### config.mk
export PLATFORM = sky130hd
export DESIGN_NAME = lspe_div
export DESIGN_NICKNAME = d
export VERILOG_FILES = /design/src/lspe_pkg.sv /design/src/lspe_div.sv
export SDC_FILE = /design/constraint.sdc
export NUM_CORES = 1
export LEC_CHECK = 0
export BUFFER_PORTS_ARGS = -buffer_cell sky130_fd_sc_hd__clkbuf_2
export CAP_MARGIN = 20
export CELL_PAD_IN_SITES_DETAIL_PLACEMENT = 0
export CELL_PAD_IN_SITES_GLOBAL_PLACEMENT = 1
export CORE_ASPECT_RATIO = 1.75
export CORE_MARGIN = 3
export CORE_UTILIZATION = 44
export CTS_BUF_LIST = sky130_fd_sc_hd__clkbuf_4 sky130_fd_sc_hd__clkbuf_8
export DETAILED_ROUTE_END_ITERATION = 8
export GPL_TIMING_DRIVEN = 0
export PLACE_DENSITY_LB_ADDON = 0.1
export SYNTH_ARGS = -nofsm -noshare
export SYNTH_HDL_FRONTEND = slang
export SYNTH_SLANG_ARGS = --single-unit
### constraint.sdc
create_clock -name clock -period 3.1 [get_ports clock]
set_clock_uncertainty 0.1 [all_clocks]
set_input_delay 0.155 -clock clock [delete_from_list [all_inputs] [get_ports clock]]
set_output_delay 0.155 -clock clock [all_outputs]
set_load 0.005 [all_outputs]
### src/lspe_pkg.sv
// Shared types and constants of the LED strip pulse encoder.
package lspe_pkg;

   localparam int BITS_PER_COLOUR = 8;
   localparam int BIT_CNT_W       = $clog2(BITS_PER_COLOUR);

   localparam int DIV_W     = 13;
   localparam int DIV_CNT_W = $clog2(DIV_W + 1);

   localparam int SLOT_W       = 18;
   localparam int PULSE_SLOT_W = 14;

   localparam int LED_COUNT_W = 12;
   localparam int GROUP_W     = 12;
   localparam int COLOURS_W   = 3;
   localparam int INDEX_W     = 9;
   localparam int CHANNEL_W   = 13;

   localparam int CSR_ADDR_W = 4;
   localparam int CSR_DATA_W = 32;
   localparam int CSR_IDX_W  = 2;

   localparam logic [CSR_IDX_W-1:0] CSR_LED_COUNT = 2'd0;
   localparam logic [CSR_IDX_W-1:0] CSR_GROUP     = 2'd1;
   localparam logic [CSR_IDX_W-1:0] CSR_COLOURS   = 2'd2;

   localparam logic [LED_COUNT_W-1:0] LED_COUNT_RST = 12'd8;
   localparam logic [GROUP_W-1:0]     GROUP_RST     = 12'd1;
   localparam logic [COLOURS_W-1:0]   COLOURS_RST   = 3'd3;

   localparam logic OP_WRITE  = 1'b0;
   localparam logic OP_RENDER = 1'b1;

   localparam logic [1:0] CODE_ZERO = 2'd1;
   localparam logic [1:0] CODE_ONE  = 2'd2;

   typedef struct packed {
      logic             start;
      logic [DIV_W-1:0] dividend;
      logic [DIV_W-1:0] divisor;
   } div_req_type;

   typedef struct packed {
      logic             done;
      logic [DIV_W-1:0] quotient;
      logic [DIV_W-1:0] remainder;
   } div_rsp_type;

   typedef enum logic [7:0] {
      S_IDLE      = 8'b0000_0001,
      S_WRITE_MOD = 8'b0000_0010,
      S_COLOUR    = 8'b0000_0100,
      S_GROUP     = 8'b0000_1000,
      S_RESOLVE   = 8'b0001_0000,
      S_MOD       = 8'b0010_0000,
      S_READ      = 8'b0100_0000,
      S_EMIT      = 8'b1000_0000
   } state_type;

endpackage

### src/lspe_div.sv
// Shared restoring divider, one quotient bit per cycle.
module lspe_div
   import lspe_pkg::*;
(
   input  logic        clock,
   input  logic        reset,
   input  div_req_type div_req,
   output div_rsp_type div_rsp
);

   logic                 run_ff, run_in;
   logic                 done_ff, done_in;
   logic [DIV_CNT_W-1:0] cnt_ff, cnt_in;
   logic [DIV_W-1:0]     rem_ff, rem_in;
   logic [DIV_W-1:0]     quo_ff, quo_in;
   logic [DIV_W-1:0]     dvs_ff, dvs_in;
   logic [DIV_W:0]       trial;
   logic                 fits;

   always_comb begin
      trial   = {rem_ff, quo_ff[DIV_W-1]};
      fits    = (trial >= {1'b0, dvs_ff});
      run_in  = run_ff;
      done_in = 1'b0;
      cnt_in  = cnt_ff;
      rem_in  = rem_ff;
      quo_in  = quo_ff;
      dvs_in  = dvs_ff;
      if (div_req.start) begin
         run_in = 1'b1;
         cnt_in = DIV_CNT_W'(DIV_W);
         rem_in = '0;
         quo_in = div_req.dividend;
         dvs_in = div_req.divisor;
      end else if (run_ff) begin
         rem_in = fits ? DIV_W'(trial - {1'b0, dvs_ff}) : trial[DIV_W-1:0];
         quo_in = {quo_ff[DIV_W-2:0], fits};
         cnt_in = cnt_ff - 1'b1;
         if (cnt_ff == DIV_CNT_W'(1)) begin
            run_in  = 1'b0;
            done_in = 1'b1;
         end
      end
   end

   always_ff @(posedge clock) begin
      if (reset) begin
         run_ff  <= 1'b0;
         done_ff <= 1'b0;
         cnt_ff  <= '0;
      end else begin
         run_ff  <= run_in;
         done_ff <= done_in;
         cnt_ff  <= cnt_in;
      end
      rem_ff <= rem_in;
      quo_ff <= quo_in;
      dvs_ff <= dvs_in;
   end

   assign div_rsp.done      = done_ff;
   assign div_rsp.quotient  = quo_ff;
   assign div_rsp.remainder = rem_ff;

endmodule

==> results.toml, run 1 <==
[worst_hold_path]
hold_class = "primary input to flip-flop"
min_from = "div_req[16]"
hold_end = "quo_ff[3]$_DFFE_PP_"
hold_depth = 2

[die]
chipHeight_um = 106
ios = 56
placementRows = 35
initial_core_util_pct = 46.5
dieArea_um2 = 6660
core_um2 = 5390
die_x_um = 63.0

[synthesis]
yosys_warnings = 0
synth-main-ff-cell = "edfxtp_1"
synth.distinct_cells = 50
async_reset_ff_share_pct = 0
syn-mean-instance-area_um2 = 11.0
synth_cells = 228
synth_edf_count = 26
synth_area_um2 = 2500
synth_nets = 273
yosys_register_bits = 45
seq_area_frac_synth_pct = 46.4

[clock_network]
cts_sinks = 45
clk_pin_slew_ns = 0.09
numCtsBuffers = 5
clk_latency_ns = 0.30
cts_tree = "done"
clockRootBuffer = "clkbuf_8"
clockBufferDepth = 2
h-tree-depth = 2

[cells_and_area]
area_delta_synth_final_pct = 24.0
register_area_um2 = 1160
final_common_cell = "clkbuf_2"
drive_above_1_share_pct = 30.8
nets = 349
layout_common_cells = "clkbuf_2, edfxtp_1, nor2_1"
antenna_cells = 0
multi_input_area_um2 = 1180
n_fill_cell = 514

[setup_path]
r2r-end = "quo_ff[0]$_DFFE_PP_"
r2r_setup_slack_ns = 0.20
endpoint_kind = "flip-flop"
crit_arrival_ns = 2.86
cp_max_fo = 10
r2r-start = "quo_ff[12]$_DFFE_PP_"
r2r_cells = 11
startpoint_type = "flip-flop"
crit_type = "flip-flop to flip-flop"
critPathRequiredTime_ns = 3.06

[timing]
fin_crit_sh_pct = 93.7
slew_headroom_pct = 64.9
rsz0062_at_grt = "false"
final.min_clock_period_ns = 2.90
worstMarginPinSlew_ns = 0.526
whs_ns = 0.0512
hold_violations = 0
finalSetupViolations = 0
setup-tns-final_ns = 0
maxSlewViolCount = 0
max_freq_ghz = 0.344

[place]
io_buffer_count = 55
dpl.hpwl_um = 4470
place.gp.congestion = 0.768

[detailed_routing]
vias = 2001
routed_via_density = 5.28
drt_wl_total_um = 5970
drtAntennaViolNets = 0
post_drt_wl_per_cell_um = 15.7
drtIter0Drc = 108
drc = 0
dr.pass1.iters = 4

[power]
combPwrFrac_pct = 26.9
p_seq_share_pct = 48.1
p_leak_nw = 1.39
p_per_area_nw_per_um2 = 489
peakVddDrop_mv = 0.265
p_int_mw = 1.04
p_sw_share_pct = 31.5
clockPowerShare_pct = 25.0
p_sw_uw = 478

[run_status]
status = "complete, no violations"

[grt]
grt_pass1_vias = 1995
grt_usage_pct = 18.7
grt_max_degree = 16
antenna_found_initial = 0
grt_pass1_wl_um = 9730
grt.overflow.total = 0

[job]
drv_cap = 0
[worst max-delay path by stage]
stage / endpoint / cells after the start / startpoint
detailed placement: quo_ff[0]$_DFFE_PP_ / 11 / quo_ff[12]$_DFFE_PP_
finish: quo_ff[0]$_DFFE_PP_ / 11 / quo_ff[12]$_DFFE_PP_
CTS: quo_ff[0]$_DFFE_PP_ / 11 / quo_ff[12]$_DFFE_PP_
floorplan: quo_ff[0]$_DFFE_PP_ / 11 / quo_ff[12]$_DFFE_PP_
global route: quo_ff[0]$_DFFE_PP_ / 11 / quo_ff[12]$_DFFE_PP_
global placement: quo_ff[0]$_DFFE_PP_ / 11 / quo_ff[12]$_DFFE_PP_
[area by class of cell]
type,count,share of cell area [%]
plain buffers,10,3.10
clock buffers,5,2.22
clock inverters,3,0.645
inverters,18,2.18
multi-input cells,155,38.1
flip-flops and latches,45,37.4
well taps,74,2.98
repair buffers,69,13.4
[power groups by stage]
stage / clock network [mW] / registers [mW] / logic [mW]
2_1_floorplan: 0 / 0.736 / 0.268
3_3_place_gp: 0 / 0.745 / 0.390
3_5_place_dp: 0 / 0.746 / 0.393
4_1_cts: 0.390 / 0.733 / 0.410
5_1_grt: 0.411 / 0.740 / 0.451
6_report: 0.379 / 0.731 / 0.408
[kinds of logic (layout without fill, tap and decap cells)]
family | count (synthesis) | after routing | share of synthesized area [%]
XOR/XNOR | 12 | 12 | 4.20
adder cells (fa/ha/maj) | 16 | 16 | 8.30
AND/OR/NAND/NOR | 62 | 62 | 12.0
flip-flops | 45 | 45 | 46.4
AO/OA/AOI/OAI | 51 | 51 | 16.4
multiplexers | 14 | 14 | 6.25
buffers and inverters | 28 | 105 | 6.55
[sequential cells by signal, summed over array words and instances, names as in the netlist]
signal,cells
dvs_ff,13
quo_ff,13
rem_ff,13
cnt_ff,4
done_ff,1
run_ff,1
[worst max-delay path, cell delays in order, from the launching register on]
cell      delay (ns)
edfxtp_1        0.42
inv_1           0.08
ha_1            0.15
inv_1           0.05
fa_1            0.43
a21oi_2         0.19
o211a_4         0.21
o211ai_2        0.13
a41o_1          0.27
buf_2           0.18
buf_4           0.20
mux2_2          0.27
[metrics by stage]
| step | power [mW] | util [%] | cell area (µm²) | std cells | worst slack (ns) |
|---|---|---|---|---|---|
| detailed placement | 1.14 | 53.3 | 2870 | 357 | 0.180 |
| global route | 1.60 | 57.6 | 3100 | 379 | 0.0386 |
| floorplan | 1.00 | - | 2500 | 228 | 0.399 |
| finish | 1.52 | 57.6 | 3100 | 379 | 0.196 |
| CTS | 1.53 | 57.5 | 3100 | 379 | 0.156 |
| global placement | 1.13 | 53.3 | 2870 | 357 | 0.192 |
[Yosys cell counts, drive strengths merged (2+ instances only)]
cell,number,area (µm²)
a41o,3,30.0
inv,17,63.8
buf,3,20.0
mux2,13,146
o21a,3,22.5
edfxtp,26,781
nand3,5,30.0
or3,2,12.5
a31o,3,26.3
a211o,3,27.5
xor2,5,43.8
nand2,18,67.6
and3,3,18.8
nor2,22,82.6
a311oi,6,52.6
clkbuf,7,76.3
xnor2,7,61.3
a21oi,13,68.8
nor4,3,18.8
a21o,2,15.0
nor3,5,25.0
ha,15,188
dfxtp,19,380
o211a,2,27.5
o21ai,5,25.0
[layer usage]
layer | track usage [%] | vias to the layer above | routed length, µm
met1 | 21.2 | 943 | 2310
met4 | 6.79 | 0 | 123
met5 | 0 | - | 0
met3 | 2.99 | 9 | 238
li1 | - | 994 | -
met2 | 34.5 | 55 | 3290
[repair_timing]
item | 4_1_cts | 5_1_grt
setup buffers | 0 | 0
hold buffers | 14 | 0
gates resized for setup | 0 | 1
setup endpoints to repair | 0 | 1
endpoints found under the hold margin | 17 | 0
Power figures use the tool's default switching activity.
==> inputs of run 2 (changes only) <==
--- a/config.mk
+++ b/config.mk
@@ -5,15 +5,15 @@
 export SDC_FILE = /design/constraint.sdc
 export NUM_CORES = 1
 export LEC_CHECK = 0
-export BUFFER_PORTS_ARGS = -buffer_cell sky130_fd_sc_hd__clkbuf_2
 export CAP_MARGIN = 20
 export CELL_PAD_IN_SITES_DETAIL_PLACEMENT = 0
 export CELL_PAD_IN_SITES_GLOBAL_PLACEMENT = 1
 export CORE_ASPECT_RATIO = 1.75
 export CORE_MARGIN = 3
-export CORE_UTILIZATION = 44
+export CORE_UTILIZATION = 48
 export CTS_BUF_LIST = sky130_fd_sc_hd__clkbuf_4 sky130_fd_sc_hd__clkbuf_8
 export DETAILED_ROUTE_END_ITERATION = 8
+export DONT_BUFFER_PORTS = 1
 export GPL_TIMING_DRIVEN = 0
 export PLACE_DENSITY_LB_ADDON = 0.1
 export SYNTH_ARGS = -nofsm -noshare
==> run 2 against run 1 <==
Core utilization increased by 1.5 points. Cell count decreased by 16%. Combinational power decreased by 9.6%. Via count decreased by 6.9%. Power increased by 2.1%. Design area decreased by 4.4%. First-iteration DRC count decreased by 17%. Sequential power increased by 0.8%. Die area decreased by 7.7%. Largest cell class unchanged.
==> results.toml, run 2 (synthesized netlist as in run 1, its figures left out) <==
[run_status]
status = "complete, no violations"

[cells_and_area]
final-instance-count-excl-fill = 318
stdcell_area_um2 = 2970
antenna_cells = 0
final_common_cell = "dlygate4sd3_1"
drive_above_1_share_pct = 15.2
layout_common_cells = "dlygate4sd3_1, edfxtp_1, nor2_1"
top_regs = "dvs_ff x13, quo_ff x13, rem_ff x13"
nets = 308
area_delta_synth_final_pct = 18.6

[timing]
worstMarginPinSlew_ns = 0.705
maxSlewViolCount = 0
rsz0062_at_grt = "false"
fin_crit_sh_pct = 92.9
max_freq_ghz = 0.347
setup-tns-final_ns = 0
finalSetupViolations = 0
hold_violations = 0
final.min_clock_period_ns = 2.88
slew_headroom_pct = 52.9
worst_slack_ns = 0.219

[worst_hold_path]
hold_depth = 2
hold_class = "primary input to flip-flop"
hold_end = "quo_ff[1]$_DFFE_PP_"
min_from = "div_req[26]"

[detailed_routing]
drtAntennaViolNets = 0
drtIter0Drc = 90
drc = 0
drt_wl_total_um = 5920
vias = 1862
dr.pass1.iters = 4
post_drt_wl_per_cell_um = 18.6
routed_via_density = 5.86

[clock_network]
cts_tree = "done"
cts_sinks = 45
clockRootBuffer = "clkbuf_8"
clk_latency_ns = 0.29
clk_pin_slew_ns = 0.08
numCtsBuffers = 5
clockBufferDepth = 2
h-tree-depth = 2
postCtsSetupBuffers = 0

[die]
placementRows = 34
core_um2 = 5020
initial_core_util_pct = 49.9
ios = 56
chipHeight_um = 102
die_x_um = 60.6
dieArea_um2 = 6150

[power]
peakVddDrop_mv = 0.385
p_per_area_nw_per_um2 = 522
total_power_mw = 1.55
p_leak_nw = 1.22

[grt]
grt_pass1_wl_um = 9600
grt_pass1_vias = 1977
grt_usage_pct = 21.1
grt_max_degree = 15
antenna_found_initial = 0
grt.overflow.total = 0

[setup_path]
r2r-start = "quo_ff[12]$_DFFE_PP_"
critical_path.startpoint = "quo_ff[12]$_DFFE_PP_"
r2r_setup_slack_ns = 0.22
endpoint_kind = "flip-flop"
crit_type = "flip-flop to flip-flop"
r2r-end = "quo_ff[0]$_DFFE_PP_"
r2r_cells = 11
startpoint_type = "flip-flop"
cp_max_fo = 10
crit_arrival_ns = 2.84
critPathRequiredTime_ns = 3.05

[place]
dp_cells = 282
pre_cts_ws_ns = 0.142
placed_area_um2 = 2570
dpl.hpwl_um = 4220
place.gp.congestion = 0.836
io_buffer_count = 0

[job]
drv_cap = 0
-- run 2: layout make-up --
| class | count | area, µm² |
|---|---|---|
| flip-flops and latches | 45 | 1160 |
| inverters | 18 | 67.6 |
| plain buffers | 10 | 96.3 |
| clock buffers | 6 | 76.3 |
| well taps | 54 | 67.6 |
| repair buffers | 28 | 280 |
| multi-input cells | 155 | 1180 |
| fillers | 444 | 2050 |
| clock inverters | 2 | 35.0 |
-- run 2: how the worst max path moves through the flow --
stage | slack, ns | to
after floorplan | 0.40 | quo_ff[0]$_DFFE_PP_
after global placement | 0.14 | quo_ff[0]$_DFFE_PP_
after detailed placement | 0.14 | quo_ff[0]$_DFFE_PP_
after CTS | 0.10 | quo_ff[0]$_DFFE_PP_
after global routing | 0.07 | quo_ff[0]$_DFFE_PP_
final | 0.22 | quo_ff[0]$_DFFE_PP_
-- run 2: report_power, final --
part / switching [mW] / internal, mW / total [mW]
combinational: 0.201 / 0.169 / 0.369
sequential: 0.0447 / 0.692 / 0.737
clock: 0.196 / 0.248 / 0.444
total: 0.442 / 1.11 / 1.55
-- run 2: worst max-delay path: stages, from the launching register on --
cell	delay (ns)
edfxtp_1	0.45
inv_1	0.09
ha_1	0.16
inv_1	0.06
fa_2	0.38
a21oi_2	0.17
o211a_4	0.21
o211ai_2	0.12
a41o_1	0.25
buf_2	0.19
buf_4	0.21
mux2_2	0.27
-- run 2: timing repair --
action | in CTS | in global routing
gates resized for setup | 0 | 2
hold buffers | 28 | 0
setup endpoints to repair | 0 | 1
endpoints found under the hold margin | 45 | 0
-- run 2: routing by layer --
layer  wire (µm)  up-vias  global-route usage (%)
met5           0        -                       0
met4         178        0                    8.68
met3         317       15                    4.97
met2        3280       57                    38.4
met1        2140      877                    22.4
li1            -      913                       -
-- run 2: through the flow --
stage               hold slack [ns]  utilization (%)
global route                  0.171             59.1
floorplan                     0.124                -
global placement              0.126             51.2
detailed placement            0.128             51.2
finish                        0.167             59.1
CTS                           0.166             59.0
==> inputs of run 3 (changes only) <==
--- a/config.mk
+++ b/config.mk
@@ -9,12 +9,13 @@
 export CELL_PAD_IN_SITES_DETAIL_PLACEMENT = 0
 export CELL_PAD_IN_SITES_GLOBAL_PLACEMENT = 1
 export CORE_ASPECT_RATIO = 1.75
-export CORE_MARGIN = 3
+export CORE_MARGIN = 1.5
 export CORE_UTILIZATION = 48
 export CTS_BUF_LIST = sky130_fd_sc_hd__clkbuf_4 sky130_fd_sc_hd__clkbuf_8
 export DETAILED_ROUTE_END_ITERATION = 8
 export DONT_BUFFER_PORTS = 1
 export GPL_TIMING_DRIVEN = 0
+export MAX_ROUTING_LAYER = met4
 export PLACE_DENSITY_LB_ADDON = 0.1
 export SYNTH_ARGS = -nofsm -noshare
 export SYNTH_HDL_FRONTEND = slang
==> constraint.sdc (replaced) <==
create_clock -name clock -period 3.1 [get_ports clock]
set_clock_uncertainty 0.1 [all_clocks]
set_input_delay 0.31 -clock clock [delete_from_list [all_inputs] [get_ports clock]]
set_output_delay 0.31 -clock clock [all_outputs]
set_load 0.005 [all_outputs]
==> run 3 against run 2 <==
Routed wire length fell by 5.1%. Design area fell by 5.1%. Power fell by 6.0%. Core utilization fell by 2.6 points. Count of clock-buffer cells in the layout did not move. Cell count fell by 4.1%. Largest power group unchanged. Via count fell by 1.7%. Hold slack got worse by 0.15 ns.
==> results.toml, run 3 (synthesized netlist as in run 1, its figures left out) <==
[detailed_routing]
dr.pass1.iters = 4
drc = 0
drtAntennaViolNets = 0
routed_via_density = 6.00
drt_wl_total_um = 5620
post_drt_wl_per_cell_um = 18.4
vias = 1831
drtIter0Drc = 47

[grt]
grt_pass1_wl_um = 9140
antenna_found_initial = 0
grt_pass1_vias = 1923
grt.overflow.total = 0
grt_max_degree = 15
grt_usage_pct = 21.3

[setup_path]
crit_path_frequent_cell = "inv_1"
cp.buffers_inverters = 4
crit_arrival_ns = 2.91
critPathRequiredTime_ns = 3.05
crit_family = "compound AO/OA/AOI/OAI gates"
slowest_stage = "edfxtp_1"
crit_type = "flip-flop to flip-flop"
endpoint_kind = "flip-flop"
worstPathCellList = "inv_1 > ha_1 > inv_1 > fa_1 > a21oi_2 > o211a_4 > o211ai_2 > a41o_1 > buf_2 > buf_4 > mux2_2"
startpoint_type = "flip-flop"
cp_max_fo = 10
cp_slowest_stage_delay_ns = 0.44

[cells_and_area]
drive_above_1_share_pct = 15.5
final-instance-count-excl-fill = 305
antenna_cells = 0
nets = 295
top_regs = "dvs_ff x13, quo_ff x13, rem_ff x13"
stdcell_area_um2 = 2820
final_common_cell = "edfxtp_1"
register_area_um2 = 1160
area_delta_synth_final_pct = 12.5
multi_input_area_um2 = 1180
n_fill_cell = 453
layout_common_cells = "edfxtp_1, nor2_1, dfxtp_1"

[timing]
worstMarginPinSlew_ns = 0.492
hold_violations = 0
slew_headroom_pct = 67.1
final.min_clock_period_ns = 2.95
fin_crit_sh_pct = 95.2
max_freq_ghz = 0.339
finalSetupViolations = 0
maxSlewViolCount = 0
rsz0062_at_grt = "false"
whs_ns = 0.0167
setup-tns-final_ns = 0

[clock_network]
clk_latency_ns = 0.30
clockRootBuffer = "clkbuf_8"
numCtsBuffers = 5
clockBufferDepth = 2
h-tree-depth = 2
clk_pin_slew_ns = 0.08
postCtsSetupBuffers = 0
cts_sinks = 45
cts_tree = "done"

[place]
dp_cells = 282
dpl.hpwl_um = 4210
place.gp.congestion = 0.837
placed_area_um2 = 2570
io_buffer_count = 0

[power]
p_leak_nw = 1.15
p_seq_share_pct = 50.6
p_int_mw = 1.02
total_power_mw = 1.46
clockPowerShare_pct = 25.4
p_per_area_nw_per_um2 = 518
peakVddDrop_mv = 0.331
p_sw_share_pct = 30.2
p_sw_uw = 441
combPwrFrac_pct = 24.0

[job]
drv_cap = 0

[die]
core_um2 = 4980
ios = 56
placementRows = 34
initial_core_util_pct = 50.3
chipHeight_um = 98.5
dieArea_um2 = 5670
die_x_um = 57.6

[run_status]
status = "complete, no violations"

[worst_hold_path]
hold_class = "primary input to flip-flop"
run 3: cell count changes in the layout (fill, tap and decap cells not counted), sizes merged:
cell,change
bufinv,-1
clkinv,-1
clkinvlp,+2
dlygate4sd3,-13
run 3: stage by stage:
stage	utilization, %	worst slack, ns
floorplan	-	0.399
finish	56.6	0.148
global placement	51.6	0.145
detailed placement	51.6	0.138
global route	56.6	0.0168
CTS	56.3	0.110
run 3: power groups by stage:
stage / combinational [mW] / sequential, mW / clock (mW)
2_1_floorplan: 0.268 / 0.736 / 0
3_3_place_gp: 0.321 / 0.749 / 0
3_5_place_dp: 0.330 / 0.751 / 0
4_1_cts: 0.347 / 0.738 / 0.376
5_1_grt: 0.386 / 0.745 / 0.400
6_report: 0.350 / 0.737 / 0.371
run 3: final timing paths:
check	start	endpoint	slack, ns	depth (start not counted)
worst max register to register	quo_ff[12]$_DFFE_PP_	quo_ff[0]$_DFFE_PP_	0.15	11
worst max-delay path	quo_ff[12]$_DFFE_PP_	quo_ff[0]$_DFFE_PP_	0.15	11
worst min-delay path	div_req[26]	dvs_ff[2]$_DFFE_PP_	0.02	0
worst min register to register	cnt_ff[1]$_SDFFE_PP0P_	cnt_ff[1]$_SDFFE_PP0P_	0.42	2
run 3: per-layer routing:
layer,up-vias,share of wire [%],track usage (%)
met5,-,0,-
met4,0,1.4,6.80
met3,9,4.5,3.41
met2,61,57,38.5
met1,885,37,23.0
li1,876,-,-
run 3: final cells by class:
type | count | area share [%]
clock buffer | 6 | 2.71
inverter | 18 | 2.40
tap | 54 | 2.40
multi-input combinational | 155 | 42.0
sequential | 45 | 41.2
buffer | 10 | 3.42
clock inverter | 2 | 0.533
timing repair buffer | 15 | 5.33
run 3: repair_timing:
item | CTS | global route
endpoints found under the hold margin | 19 | 1
endpoints found under the setup margin | 0 | 1
hold buffers | 14 | 1
gates resized for setup | 0 | 1
run 3: worst reg2reg max path: stages, from the launching register on:
cell,delay [ns]
edfxtp_1,0.44
inv_1,0.09
ha_1,0.15
inv_1,0.05
fa_1,0.44
a21oi_2,0.19
o211a_4,0.21
o211ai_2,0.12
a41o_1,0.25
buf_2,0.19
buf_4,0.20
mux2_2,0.28
